--- config.mk ---
export PLATFORM = sky130hd
export DESIGN_NAME = string_to_integer_parser_flat
export DESIGN_NICKNAME = d
export VERILOG_FILES = /design/src/rtl/core/s2i_pkg.sv /design/src/rtl/core/s2i_ifs.sv /design/src/rtl/core/string_to_integer_parser.sv /design/src/flat_wrapper.sv
export SDC_FILE = /design/constraint.sdc
export NUM_CORES = 1
export LEC_CHECK = 0
export BUFFER_PORTS_ARGS = -buffer_cell sky130_fd_sc_hd__buf_4
export CAP_MARGIN = 20
export CORE_MARGIN = 2
export CORE_UTILIZATION = 35
export DETAILED_ROUTE_END_ITERATION = 8
export HOLD_SLACK_MARGIN = 0.15
export RECOVER_POWER = 25
export SYNTH_ARGS = -nofsm -noshare
export SYNTH_HDL_FRONTEND = slang
export SYNTH_SLANG_ARGS = --single-unit
--- constraint.sdc ---
create_clock -name clk -period 11.2 [get_ports clk]
set_input_delay 1.12 -clock clk [delete_from_list [all_inputs] [get_ports clk]]
set_output_delay 1.12 -clock clk [all_outputs]
set_load 0.02 [all_outputs]
--- src/rtl/core/s2i_pkg.sv ---
// Shared widths, character codes, register indexes and digit decoding for the parser.
package s2i_pkg;

  localparam int CHAR_W    = 8;
  localparam int VAL_W     = 64;
  localparam int CNT_W     = 16;
  localparam int RADIX_W   = 6;
  localparam int CFG_IDX_W = 1;

  localparam logic [CNT_W-1:0] COUNT_MAX = 16'd65535;

  localparam logic [RADIX_W-1:0] RADIX_AUTO = 6'd0;
  localparam logic [RADIX_W-1:0] RADIX_BAD  = 6'd1;
  localparam logic [RADIX_W-1:0] RADIX_OCT  = 6'd8;
  localparam logic [RADIX_W-1:0] RADIX_DEC  = 6'd10;
  localparam logic [RADIX_W-1:0] RADIX_HEX  = 6'd16;
  localparam logic [RADIX_W-1:0] RADIX_MAX  = 6'd36;
  localparam logic [RADIX_W-1:0] NOT_DIGIT  = 6'd63;

  localparam logic [CFG_IDX_W-1:0] REG_RADIX       = 1'b0;
  localparam logic [CFG_IDX_W-1:0] REG_SIGNED_MODE = 1'b1;

  localparam logic [CHAR_W-1:0] CH_TAB     = 8'h09;
  localparam logic [CHAR_W-1:0] CH_CR      = 8'h0D;
  localparam logic [CHAR_W-1:0] CH_SPACE   = 8'h20;
  localparam logic [CHAR_W-1:0] CH_PLUS    = 8'h2B;
  localparam logic [CHAR_W-1:0] CH_MINUS   = 8'h2D;
  localparam logic [CHAR_W-1:0] CH_ZERO    = 8'h30;
  localparam logic [CHAR_W-1:0] CH_NINE    = 8'h39;
  localparam logic [CHAR_W-1:0] CH_UPPER_A = 8'h41;
  localparam logic [CHAR_W-1:0] CH_UPPER_Z = 8'h5A;
  localparam logic [CHAR_W-1:0] CH_LOWER_A = 8'h61;
  localparam logic [CHAR_W-1:0] CH_LOWER_X = 8'h78;
  localparam logic [CHAR_W-1:0] CH_LOWER_Z = 8'h7A;
  localparam logic [CHAR_W-1:0] CASE_BIT   = 8'h20;

  function automatic logic is_space(input logic [CHAR_W-1:0] c);
    return (c == CH_SPACE) || ((c >= CH_TAB) && (c <= CH_CR));
  endfunction

  function automatic logic is_dec(input logic [CHAR_W-1:0] c);
    return (c >= CH_ZERO) && (c <= CH_NINE);
  endfunction

  // Letters fold to upper case: A and a both give ten
  function automatic logic [RADIX_W-1:0] digit_value(input logic [CHAR_W-1:0] c);
    logic [CHAR_W-1:0] d;
    d = CH_ZERO;
    if (is_dec(c)) begin
      d = c - CH_ZERO;
    end else if ((c >= CH_UPPER_A) && (c <= CH_UPPER_Z)) begin
      d = c - CH_UPPER_A + 8'd10;
    end else if ((c >= CH_LOWER_A) && (c <= CH_LOWER_Z)) begin
      d = c - CH_LOWER_A + 8'd10;
    end else begin
      d = {2'b00, NOT_DIGIT};
    end
    return d[RADIX_W-1:0];
  endfunction

endpackage

--- src/rtl/core/s2i_ifs.sv ---
// Character and result channel interfaces for the parser.
interface s2i_in_if;
  import s2i_pkg::*;
  logic              valid;
  logic              ready;
  logic [CHAR_W-1:0] ch;
  logic              start_string;
  modport source (output valid, output ch, output start_string, input ready);
  modport sink   (input valid, input ch, input start_string, output ready);
endinterface

interface s2i_out_if;
  import s2i_pkg::*;
  logic             valid;
  logic             ready;
  logic [VAL_W-1:0] value_bits;
  logic [CNT_W-1:0] consumed;
  modport source (output valid, output value_bits, output consumed, input ready);
  modport sink   (input valid, input value_bits, input consumed, output ready);
endinterface

--- src/rtl/core/string_to_integer_parser.sv ---
// Streaming string-to-integer parser: one character word in, at most one result word out.
//
// in_bus carries one character per word with start_string marking the first character
// of a string. out_bus carries the parsed value (two's complement after a minus sign)
// and the number of characters consumed, saturating at COUNT_MAX. At most one result word is
// produced for each string, at the first character that is not part of the number, or
// at once on the start character when the latched radix is 1 or above 36.
// cfg_we/cfg_index/cfg_wdata write radix (index 0) and signed_mode (index 1); write
// only while the block is idle. The radix is sampled at each string start.
//
// The word that ends the number is first held in the input register; the state update
// and the result register then load together when that word advances.
// Throughput: one character per cycle while out_bus is not stalled; each cycle's path is a
// digit decode and one 64 by 6 bit multiply-add on the accumulator.
// The input register keeps taking words while a result waits; when out_bus stalls with
// both registers full, in_bus.ready drops until the result is taken.
// Reset (rst_n low, synchronous) empties both registers, restores radix 10 and signed
// mode, and leaves the parser waiting for a new string.
module string_to_integer_parser (
  input  logic                            clk,
  input  logic                            rst_n,
  s2i_in_if.sink                          in_bus,
  s2i_out_if.source                       out_bus,
  input  logic                            cfg_we,
  input  logic [s2i_pkg::CFG_IDX_W-1:0]   cfg_index,
  input  logic [s2i_pkg::RADIX_W-1:0]     cfg_wdata
);
  import s2i_pkg::*;

  typedef enum logic [2:0] {
    PH_DONE,
    PH_LEAD,
    PH_SIGNED,
    PH_ZERO,
    PH_DIGITS
  } phase_t;

  // configuration
  logic [RADIX_W-1:0] radix_r;
  logic               signed_mode_r;

  // input register
  logic               s1_valid_r;
  logic [CHAR_W-1:0]  s1_ch_r;
  logic               s1_start_r;

  // parse state
  phase_t             phase_r, phase_nxt;
  logic [VAL_W-1:0]   acc_r, acc_nxt;
  logic               neg_r, neg_nxt;
  logic [RADIX_W-1:0] base_r, base_nxt;
  logic [CNT_W-1:0]   cnt_r, cnt_nxt;

  // result register
  logic               out_valid_r;
  logic [VAL_W-1:0]   out_value_r, out_value_nxt;
  logic [CNT_W-1:0]   out_cons_r, out_cons_nxt;

  logic               adv;
  logic               emit;

  assign adv          = s1_valid_r && (!out_valid_r || out_bus.ready);
  assign in_bus.ready = !s1_valid_r || adv;

  assign out_bus.valid      = out_valid_r;
  assign out_bus.value_bits = out_value_r;
  assign out_bus.consumed   = out_cons_r;

  always_comb begin
    logic               num_start;
    logic               take;
    logic               bump;
    logic               b_auto;
    logic [RADIX_W-1:0] dv;

    phase_nxt     = phase_r;
    acc_nxt       = acc_r;
    neg_nxt       = neg_r;
    base_nxt      = base_r;
    cnt_nxt       = cnt_r;
    emit          = 1'b0;
    num_start     = 1'b0;
    take          = 1'b0;
    bump          = 1'b0;
    out_value_nxt = out_value_r;
    out_cons_nxt  = out_cons_r;

    if (s1_start_r) begin
      acc_nxt  = '0;
      neg_nxt  = 1'b0;
      cnt_nxt  = '0;
      base_nxt = radix_r;
      if ((radix_r == RADIX_BAD) || (radix_r > RADIX_MAX)) begin
        phase_nxt = PH_DONE;
        emit      = 1'b1;
      end else begin
        phase_nxt = PH_LEAD;
      end
    end

    b_auto = (base_nxt == RADIX_AUTO);

    if (!emit) begin
      unique case (phase_nxt)
        PH_LEAD: begin
          if (is_space(s1_ch_r)) begin
            bump = 1'b1;
          end else if (signed_mode_r && ((s1_ch_r == CH_PLUS) || (s1_ch_r == CH_MINUS))) begin
            neg_nxt   = (s1_ch_r == CH_MINUS);
            bump      = 1'b1;
            phase_nxt = PH_SIGNED;
          end else begin
            num_start = 1'b1;
          end
        end
        PH_SIGNED: begin
          num_start = 1'b1;
        end
        PH_ZERO: begin
          if ((b_auto || (base_nxt == RADIX_HEX)) && ((s1_ch_r | CASE_BIT) == CH_LOWER_X)) begin
            base_nxt  = RADIX_HEX;
            bump      = 1'b1;
            phase_nxt = PH_DIGITS;
          end else begin
            if ((b_auto || (base_nxt == RADIX_OCT)) && is_dec(s1_ch_r)) begin
              base_nxt = RADIX_OCT;
            end else if (b_auto) begin
              base_nxt = RADIX_DEC;
            end
            phase_nxt = PH_DIGITS;
            take      = 1'b1;
          end
        end
        PH_DIGITS: begin
          take = 1'b1;
        end
        PH_DONE: begin
        end
        default: begin
        end
      endcase

      if (num_start) begin
        if ((s1_ch_r == CH_ZERO) &&
            (b_auto || (base_nxt == RADIX_OCT) || (base_nxt == RADIX_HEX))) begin
          bump      = 1'b1;
          phase_nxt = PH_ZERO;
        end else begin
          if (b_auto) begin
            base_nxt = RADIX_DEC;
          end
          phase_nxt = PH_DIGITS;
          take      = 1'b1;
        end
      end
    end

    dv = digit_value(s1_ch_r);
    if (take) begin
      if (dv < base_nxt) begin
        acc_nxt = acc_nxt * {{(VAL_W-RADIX_W){1'b0}}, base_nxt} +
                  {{(VAL_W-RADIX_W){1'b0}}, dv};
        bump    = 1'b1;
      end else begin
        emit      = 1'b1;
        phase_nxt = PH_DONE;
      end
    end

    if (bump && (cnt_nxt < COUNT_MAX)) begin
      cnt_nxt = cnt_nxt + CNT_W'(1);
    end

    if (emit) begin
      out_value_nxt = neg_nxt ? (VAL_W'(0) - acc_nxt) : acc_nxt;
      out_cons_nxt  = cnt_nxt;
    end
  end

  always_ff @(posedge clk) begin
    if (!rst_n) begin
      radix_r       <= RADIX_DEC;
      signed_mode_r <= 1'b1;
      s1_valid_r    <= 1'b0;
      out_valid_r   <= 1'b0;
      phase_r       <= PH_DONE;
      acc_r         <= '0;
      neg_r         <= 1'b0;
      base_r        <= RADIX_DEC;
      cnt_r         <= '0;
    end else begin
      if (cfg_we) begin
        unique case (cfg_index)
          REG_RADIX:       radix_r       <= cfg_wdata;
          REG_SIGNED_MODE: signed_mode_r <= cfg_wdata[0];
          default: begin
          end
        endcase
      end

      if (in_bus.valid && in_bus.ready) begin
        s1_valid_r <= 1'b1;
      end else if (adv) begin
        s1_valid_r <= 1'b0;
      end

      if (adv) begin
        phase_r <= phase_nxt;
        acc_r   <= acc_nxt;
        neg_r   <= neg_nxt;
        base_r  <= base_nxt;
        cnt_r   <= cnt_nxt;
      end

      // drop a taken result; load a new one when the word advances
      if (!out_valid_r || out_bus.ready) begin
        out_valid_r <= adv && emit;
      end
    end
  end

  always_ff @(posedge clk) begin
    if (in_bus.valid && in_bus.ready) begin
      s1_ch_r    <= in_bus.ch;
      s1_start_r <= in_bus.start_string;
    end
    if (adv && emit) begin
      out_value_r <= out_value_nxt;
      out_cons_r  <= out_cons_nxt;
    end
  end

  a_hold_on_stall: assert property (@(posedge clk) disable iff (!rst_n)
    (s1_valid_r && out_valid_r && !out_bus.ready) |=> s1_valid_r)
    else $error("buffered word lost while the result was stalled");

  a_ready_low_only_full: assert property (@(posedge clk) disable iff (!rst_n)
    !in_bus.ready |-> (s1_valid_r && out_valid_r && !out_bus.ready))
    else $error("input held off with room to advance");

  a_result_from_advance: assert property (@(posedge clk) disable iff (!rst_n)
    $rose(out_valid_r) |-> $past(adv && emit))
    else $error("result raised without an advancing word");

  a_emit_ends_parse: assert property (@(posedge clk) disable iff (!rst_n)
    (adv && emit) |=> (phase_r == PH_DONE))
    else $error("parse still open after a result");

endmodule

--- src/flat_wrapper.sv ---
// flat-port wrapper written by rule: the top's interface ports become plain ports
module string_to_integer_parser_flat import s2i_pkg::*;
  (clk, rst_n, cfg_we, cfg_index, cfg_wdata, in_bus_valid, in_bus_ch, in_bus_start_string, in_bus_ready, out_bus_valid, out_bus_value_bits, out_bus_consumed, out_bus_ready);
  s2i_in_if in_bus_i ();
  s2i_out_if out_bus_i ();
  input  logic clk;
  input  logic rst_n;
  input  logic cfg_we;
  input  logic [s2i_pkg::CFG_IDX_W-1:0] cfg_index;
  input  logic [s2i_pkg::RADIX_W-1:0] cfg_wdata;
  input wire logic [$bits(in_bus_i.valid)-1:0] in_bus_valid;
  input wire logic [$bits(in_bus_i.ch)-1:0] in_bus_ch;
  input wire logic [$bits(in_bus_i.start_string)-1:0] in_bus_start_string;
  output wire logic [$bits(in_bus_i.ready)-1:0] in_bus_ready;
  output wire logic [$bits(out_bus_i.valid)-1:0] out_bus_valid;
  output wire logic [$bits(out_bus_i.value_bits)-1:0] out_bus_value_bits;
  output wire logic [$bits(out_bus_i.consumed)-1:0] out_bus_consumed;
  input wire logic [$bits(out_bus_i.ready)-1:0] out_bus_ready;
  assign in_bus_i.valid = in_bus_valid;
  assign in_bus_i.ch = in_bus_ch;
  assign in_bus_i.start_string = in_bus_start_string;
  assign in_bus_ready = in_bus_i.ready;
  assign out_bus_valid = out_bus_i.valid;
  assign out_bus_value_bits = out_bus_i.value_bits;
  assign out_bus_consumed = out_bus_i.consumed;
  assign out_bus_i.ready = out_bus_ready;
  string_to_integer_parser u_core (.clk(clk), .rst_n(rst_n), .in_bus(in_bus_i), .out_bus(out_bus_i), .cfg_we(cfg_we), .cfg_index(cfg_index), .cfg_wdata(cfg_wdata));
endmodule
==> results.md, run 1 <==
* Class of the worst hold path: reg -> reg
* Cts bufs inserted at 17
* Part of the power in combinational logic at 29.6%
* Final setup fails at 0
* Hold path cells at 2
* Status: finished, violations left
* Highest-delay cell along the critical path: or4_1
* Total grt overflow at 0
* P per Cell Area at 84.1 nW/um^2
* Clk network pwr share at 32.0%
* Sequential-to-total area share from yosys stat at 20.2%
* Vias at 20300
* Post-route antenna net violation count at 0
* Area of the multi-input gates at 17500 sq um
* Synth Area per Inst at 8.61 sq um
* Ys async rst share at 0%
* Clock Sinks at 188
* Die X at 260 um
* Cells after Synth at 2670
* Vias in the first global route at 20300
* 1st-iter DRT viols at 1785
* IO buf count at 102
* FF-to-FF End: u_core.out_bus.value_bits[63]
* DIE HEIGHT at 260 um
* DIE AREA at 67700 sq um
* Commonest cells post-synth: 349 x nor2_1, 283 x nand2_1, 240 x fa_1
* Final setup margin at 1.02 ns
* TritonCTS clock tree: built
* Worst slew pin tran at 3.11 ns
* Worst hold start: u_core.cnt_r[14]
* Ant diodes at 0
* DR pass1 iterations at 6
* Largest net degree at the start of global routing at 74
* Syn Std Cell Area at 23000 sq um
* Pre-CTS WS at 1.20 ns
* EDFF count, synth at 89
* Leakage at 11.2 nW
* Critical Path Fanout Max at 34
* Cts repair resizes at 0
* # fillers at 6600
* Final Hold Violating Endpoints at 0
* Nets at 3074
* Share of cells above drive strength 1 at 5.71%
* Register Area at 4650 sq um
* Area after DPL at 24500 sq um
* Row count at 93
* Worst-Skew Late Latency at 0.51 ns
* Yosys top cell by area: fa_1
* Synthesized flop and latch total at 188
* Placeable Area at 64700 sq um
* First-pass GRT wire length at 120000 um
* Layout Skew at 0.0197 ns
* Ranking of synthesized cells by area: fa_1 21%, edfxtp_1 12%, dfxtp_1 8.6%
* Crit path buf inv count at 2
* Final Cell Area at 24900 sq um
* Largest stage delay, worst path at 0.77 ns
* Synth Warn # at 0
* Crit path DAT at 10.42 ns
* CP required at 11.44 ns
* Vias per std cell at 5.75
* Critical path endpoint category: flip-flop
* CTS H-tree lvls at 4
* Period utilization at 90.9%
* Total GRT Usage at 22.9%
* Fmax at 98.2 MHz
* Sw Ratio at 39.1%
* Area growth, synth to finish at 8.28%
* Post-CTS Hold Buffers at 0
* RSZ-0062 raised after global routing: false
* Clock period minus worst slack at 10.18 ns
* Yosys top cell area share at 20.9%
* DR DRC count at 0
* Max_slew headroom at -108%
* Peak VDD IR at 0.111 mV
* Setup TNS at 0 ns
* Detailed Place HPWL at 58800 um
* Kind of cell adding the most delay to the critical path: compound AO/OA/AOI/OAI gates
* Post-synth top flop: dfxtp_1
* Max Cap Viol at 2
* I/O pin total at 103
* Initial antenna violation count at 2
* Slew Limit Fails at 102
* WL per Instance at 21.7 um
* WL final at 76600 um
* Root Buffer: clkbuf_16
* GP Congestion at 0.943
* Sw Pwr at 0.000819 W
* Most frequent cell after synthesis: nor2_1
* Clock Tree Buf Depth at 2
* CTS clk-pin slew, worst paths at 0.09 ns
* CP startpoint kind: flip-flop
* Hold_ws at 0.500 ns
* FF-to-FF setup slack at 1.02 ns
* Fin util at 38.5%
* Worst Hold End: u_core.cnt_r[14]
* P_int at 0.00127 W
* RR Startpoint: u_core.s1_ch_r[1]
* Synth Net Count at 3076
* Total setup buffers inserted after CTS at 0
* Unique masters post-synth at 92
* Crit Path Class: reg -> reg
* Failing checks: max-capacitance violations, max-slew violations
* R2R depth at 27
* Flop pwr share at 38.4%
* Initial core utilization at 35.5%
worst max path at each step:
stage               slack (ns)  cells after the start                            end         startpoint
floorplan                 2.68                     31  u_core.out_bus.value_bits[58]  u_core.s1_ch_r[1]
detailed placement        1.20                     27  u_core.out_bus.value_bits[63]  u_core.s1_ch_r[4]
global route              0.40                     27  u_core.out_bus.value_bits[63]  u_core.s1_ch_r[4]
CTS                       1.14                     27  u_core.out_bus.value_bits[63]  u_core.s1_ch_r[4]
finish                    1.02                     27  u_core.out_bus.value_bits[63]  u_core.s1_ch_r[1]
global placement          1.35                     27  u_core.out_bus.value_bits[63]  u_core.s1_ch_r[1]
flip-flops by register name, indices dropped and copies added, names as in the netlist:
signal                     flops
u_core.neg_r                   1
u_core.radix_r                 6
u_core.out_bus.valid           1
u_core.out_bus.value_bits     64
u_core.cnt_r                  16
u_core.phase_r                 3
u_core.s1_start_r              1
u_core.base_r                  6
u_core.acc_r                  64
u_core.s1_valid_r              1
u_core.out_bus.consumed       16
u_core.signed_mode_r           1
u_core.s1_ch_r                 8
area by class of cell:
type | instances | share of cell area, %
sequential | 188 | 18.7
timing repair buffer | 131 | 2.98
multi-input combinational | 2236 | 70.1
clock inverter | 15 | 0.799
tap | 855 | 4.30
clock buffer | 17 | 1.71
inverter | 94 | 1.42
metrics by stage:
stage | cells | total power (W)
global route | 3536 | 0.00220
finish | 3536 | 0.00209
detailed placement | 3504 | 0.00144
global placement | 3503 | 0.00143
CTS | 3536 | 0.00212
floorplan | 2670 | 0.00123
worst register-to-register path: stages, from the launching register on:
cell	delay (ns)
edfxtp_1	0.51
inv_1	0.15
ha_1	0.26
mux2_2	0.29
a41oi_1	0.25
a21boi_1	0.16
o21ai_0	0.55
a21oi_1	0.18
or2_2	0.66
buf_4	0.38
nor2_1	0.16
fa_1	0.45
fa_1	0.51
fa_1	0.49
ha_1	0.31
ha_1	0.50
nand2_1	0.18
nor2_1	0.25
o2111ai_1	0.33
a31oi_1	0.45
o21ai_0	0.20
xnor2_1	0.26
o31ai_2	0.41
o2111ai_1	0.29
or4_1	0.77
nand2b_1	0.39
o41ai_1	0.47
xor2_1	0.13
cell usage in the layout (no fill, tap or decap), types with 11 or more instances in the layout:
cell         n
nand3_1     45
ha_1       145
a21o_1      18
and2_1     182
or3_1       23
dfxtp_1     99
nand2_1    283
o211a_1     46
and4_1      13
buf_4       55
nand2b_1    15
edfxtp_1    89
and3_1      17
nor2b_1     38
clkbuf_16   17
nor3b_1     21
clkbuf_1    68
o21ai_0    114
inv_1       92
xnor2_1     89
mux2i_1     17
xor2_1      40
or2_2       11
o211ai_1    23
a21oi_1    158
nand4_1     22
a22oi_1     12
a211oi_1    16
a21boi_0    18
a31oi_1     48
nor3_1      52
fa_1       240
nor2_1     348
o31ai_1     13
metal layers:
| metal | track usage (%) | wire length, um | vias to the layer above | share of wire, % |
|---|---|---|---|---|
| li1 | - | - | 9282 | - |
| met3 | 3.51 | 5740 | 104 | 7.5 |
| met5 | 0 | 0 | - | 0 |
| met1 | 31.8 | 34000 | 10100 | 44 |
| met2 | 37.0 | 35100 | 871 | 46 |
| met4 | 6.48 | 1730 | 0 | 2.3 |
cells by family (layout without fill, tap and decap cells):
family          Yosys count  count (layout)  synth area share, %
compound gates          576             576                 16.9
xor+xnor                130             130                 5.01
fa+ha+maj               385             385                 28.8
buf+inv                 246             257                 4.14
flops                   188             188                 20.2
mux                      25              25                 1.13
simple gates           1120            1120                 23.8
power groups by stage:
| stage | clock network, W | logic [W] | registers, W |
|---|---|---|---|
| after floorplan | 0 | 0.000405 | 0.000822 |
| after global placement | 0 | 0.000614 | 0.000818 |
| after detailed placement | 0 | 0.000619 | 0.000819 |
| after CTS | 0.000689 | 0.000624 | 0.000803 |
| after global routing | 0.000713 | 0.000677 | 0.000809 |
| final | 0.000670 | 0.000619 | 0.000804 |
Note: power is estimated with default switching activity, not from simulation.
==> run 2, diff against run 1 <==
- ABC_AREA: unset -> 1
==> run 2 against run 1 <==
The run still ends with max-capacitance violations, max-slew violations left; sequential share of layout area shrank 1.7 points; via count grew 22%; worst setup slack gained 0.86 ns; wire length grew 15%.
==> results.md, run 2 <==
* Syn Std Cell Area at 25400 sq um
* I/O pin total at 103
* Total grt overflow at 0
* Final Cell Area at 27400 sq um
* Cells after Synth at 3902
* CTS clk-pin slew, worst paths at 0.07 ns
* Worst Hold End: u_core.phase_r[2]
* Root Buffer: clkbuf_16
* Crit Path Class: reg -> reg
* Die X at 274 um
* Post-route antenna net violation count at 0
* Most used cell, CP: nand2_1
* Commonest non-fill, non-tap cell in the layout: nand2_1
* DR pass1 iterations at 8
* Largest stage delay, worst path at 0.62 ns
* Detailed Place HPWL at 72200 um
* Critical path endpoint category: flip-flop
* Share of cells above drive strength 1 at 3.74%
* Hold path cells at 2
* EDFF count, synth at 89
* Total setup buffers inserted after CTS at 0
* Ranking of synthesized cells by area: fa_1 19%, nand2_1 16%, nor2_1 11%
* Status: finished, violations left
* GP Congestion at 0.981
* Total GRT Usage at 24.1%
* Cts repair resizes at 0
* 1st-iter DRT viols at 2376
* Setup TNS at 0 ns
* RSZ-0062 raised after global routing: false
* Initial core utilization at 35.5%
* Area growth, synth to finish at 7.50%
* DIE HEIGHT at 274 um
* Nets at 4321
* Max_slew headroom at -186%
* Leakage at 14.7 nW
* Yosys top cell area share at 18.9%
* WL final at 88500 um
* Slew Limit Fails at 82
* Unique masters post-synth at 45
* Worst slew pin tran at 4.28 ns
* Critical Path Fanout Max at 60
* Failing checks: max-capacitance violations, max-slew violations
* Synth Net Count at 4308
* DR DRC count at 0
* Final setup fails at 0
* Worst hold start: u_core.phase_r[2]
* Worst-Skew Late Latency at 0.48 ns
* Row count at 98
* Clock Tree Buf Depth at 2
* Yosys top cell by area: fa_1
* Vias in the first global route at 24200
* Most frequent cell after synthesis: nand2_1
* R2R depth at 40
* P per Cell Area at 94.7 nW/um^2
* Class of the worst hold path: reg -> reg
* RR Startpoint: u_core.s1_start_r
* Synth Warn # at 0
* Max Cap Viol at 1
* Area after DPL at 27000 sq um
* Crit path buf inv count at 5
* Synthesized flop and latch total at 188
* CP required at 11.42 ns
* Fin util at 38.1%
* Kind of cell adding the most delay to the critical path: simple AND/OR/NAND/NOR gates
* Fmax at 107 MHz
* Post-CTS Hold Buffers at 0
* IO buf count at 102
* Crit path DAT at 9.54 ns
* Initial antenna violation count at 0
* CP startpoint kind: flip-flop
* FF-to-FF setup slack at 1.87 ns
* Period utilization at 83.3%
* Vias per std cell at 5.09
* Peak VDD IR at 0.127 mV
* TritonCTS clock tree: built
* Area of the multi-input gates at 18000 sq um
* Ant diodes at 0
* Register Area at 4650 sq um
* Commonest cells post-synth: 1052 x nand2_1, 714 x nor2_1, 613 x inv_1
* Final Hold Violating Endpoints at 0
* Sequential-to-total area share from yosys stat at 18.3%
* Post-synth top flop: dfxtp_1
* First-pass GRT wire length at 141000 um
* Most frequent cells in the layout: 1050 x nand2_1, 714 x nor2_1, 610 x inv_1
* Clock period minus worst slack at 9.33 ns
* Tot Pwr at 0.00259 W
* Synth Area per Inst at 6.52 sq um
* Clock Sinks at 188
* Placeable Area at 71700 sq um
* CTS H-tree lvls at 4
* Ys async rst share at 0%
* # fillers at 7874
* Vias at 24800
* Cts bufs inserted at 17
* Layout Skew at 0.0265 ns
* Highest-delay cell along the critical path: buf_4
* Largest net degree at the start of global routing at 93
* FF-to-FF End: u_core.out_bus.value_bits[55]
* WL per Instance at 18.1 um
* DIE AREA at 74900 sq um
-- run 2: final cells by class --
class	count	area share [%]
tap	950	4.35
clock buffer	22	1.72
inverter	625	8.59
timing repair buffer	117	2.32
sequential	188	17.0
clock inverter	10	0.384
multi-input combinational	2966	65.6
-- run 2: how the worst max path moves through the flow --
stage / from / endpoint / slack [ns] / depth (start not counted)
floorplan: u_core.s1_ch_r[0] / u_core.out_bus.consumed[0] / 3.64 / 22
global placement: u_core.s1_start_r / u_core.out_bus.value_bits[55] / 2.08 / 40
detailed placement: u_core.s1_start_r / u_core.out_bus.value_bits[55] / 2.10 / 40
CTS: u_core.s1_start_r / u_core.out_bus.value_bits[55] / 2.04 / 40
global route: u_core.s1_start_r / u_core.out_bus.value_bits[55] / 1.12 / 40
finish: u_core.s1_start_r / u_core.out_bus.value_bits[55] / 1.87 / 40
-- run 2: per-layer routing --
metal / up-vias / share of wire [%] / track usage, %
met5: - / 0 / 0
met3: 94 / 7.2 / 2.78
met2: 859 / 45 / 38.8
li1: 12100 / - / -
met1: 11800 / 45 / 34.0
met4: 0 / 2.8 / 7.05
-- run 2: stage by stage --
step	cells	worst slack (ns)	hold slack, ns
finish	4878	1.87	0.476
detailed placement	4846	2.10	0.463
CTS	4878	2.04	0.479
global route	4878	1.12	0.520
floorplan	3902	3.64	0.429
global placement	4846	2.08	0.455
-- run 2: power breakdown --
part | internal [W] | switching, W | total [W]
Clock | 0.000327 | 0.000300 | 0.000626
Combinational | 0.000328 | 0.000842 | 0.00117
Sequential | 0.000776 | 0.0000191 | 0.000795
Total | 0.00143 | 0.00116 | 0.00259
-- run 2: logic make-up after synthesis --
kind of cell | Yosys count | share of synthesized area [%]
AND/OR/NAND/NOR | 2126 | 33.8
buffers and inverters | 748 | 11.3
adder cells (fa/ha/maj) | 385 | 26.0
AO/OA/AOI/OAI | 372 | 7.63
flip-flops | 188 | 18.3
XOR/XNOR | 83 | 2.91
-- run 2: worst min-delay path: cells and delay by family, from the launching register on --
kind | cells | cell delay [ns]
AOI/OAI and AO/OA | 1 | 0.05
DFF | 1 | 0.32
and+or+nand+nor | 1 | 0.06
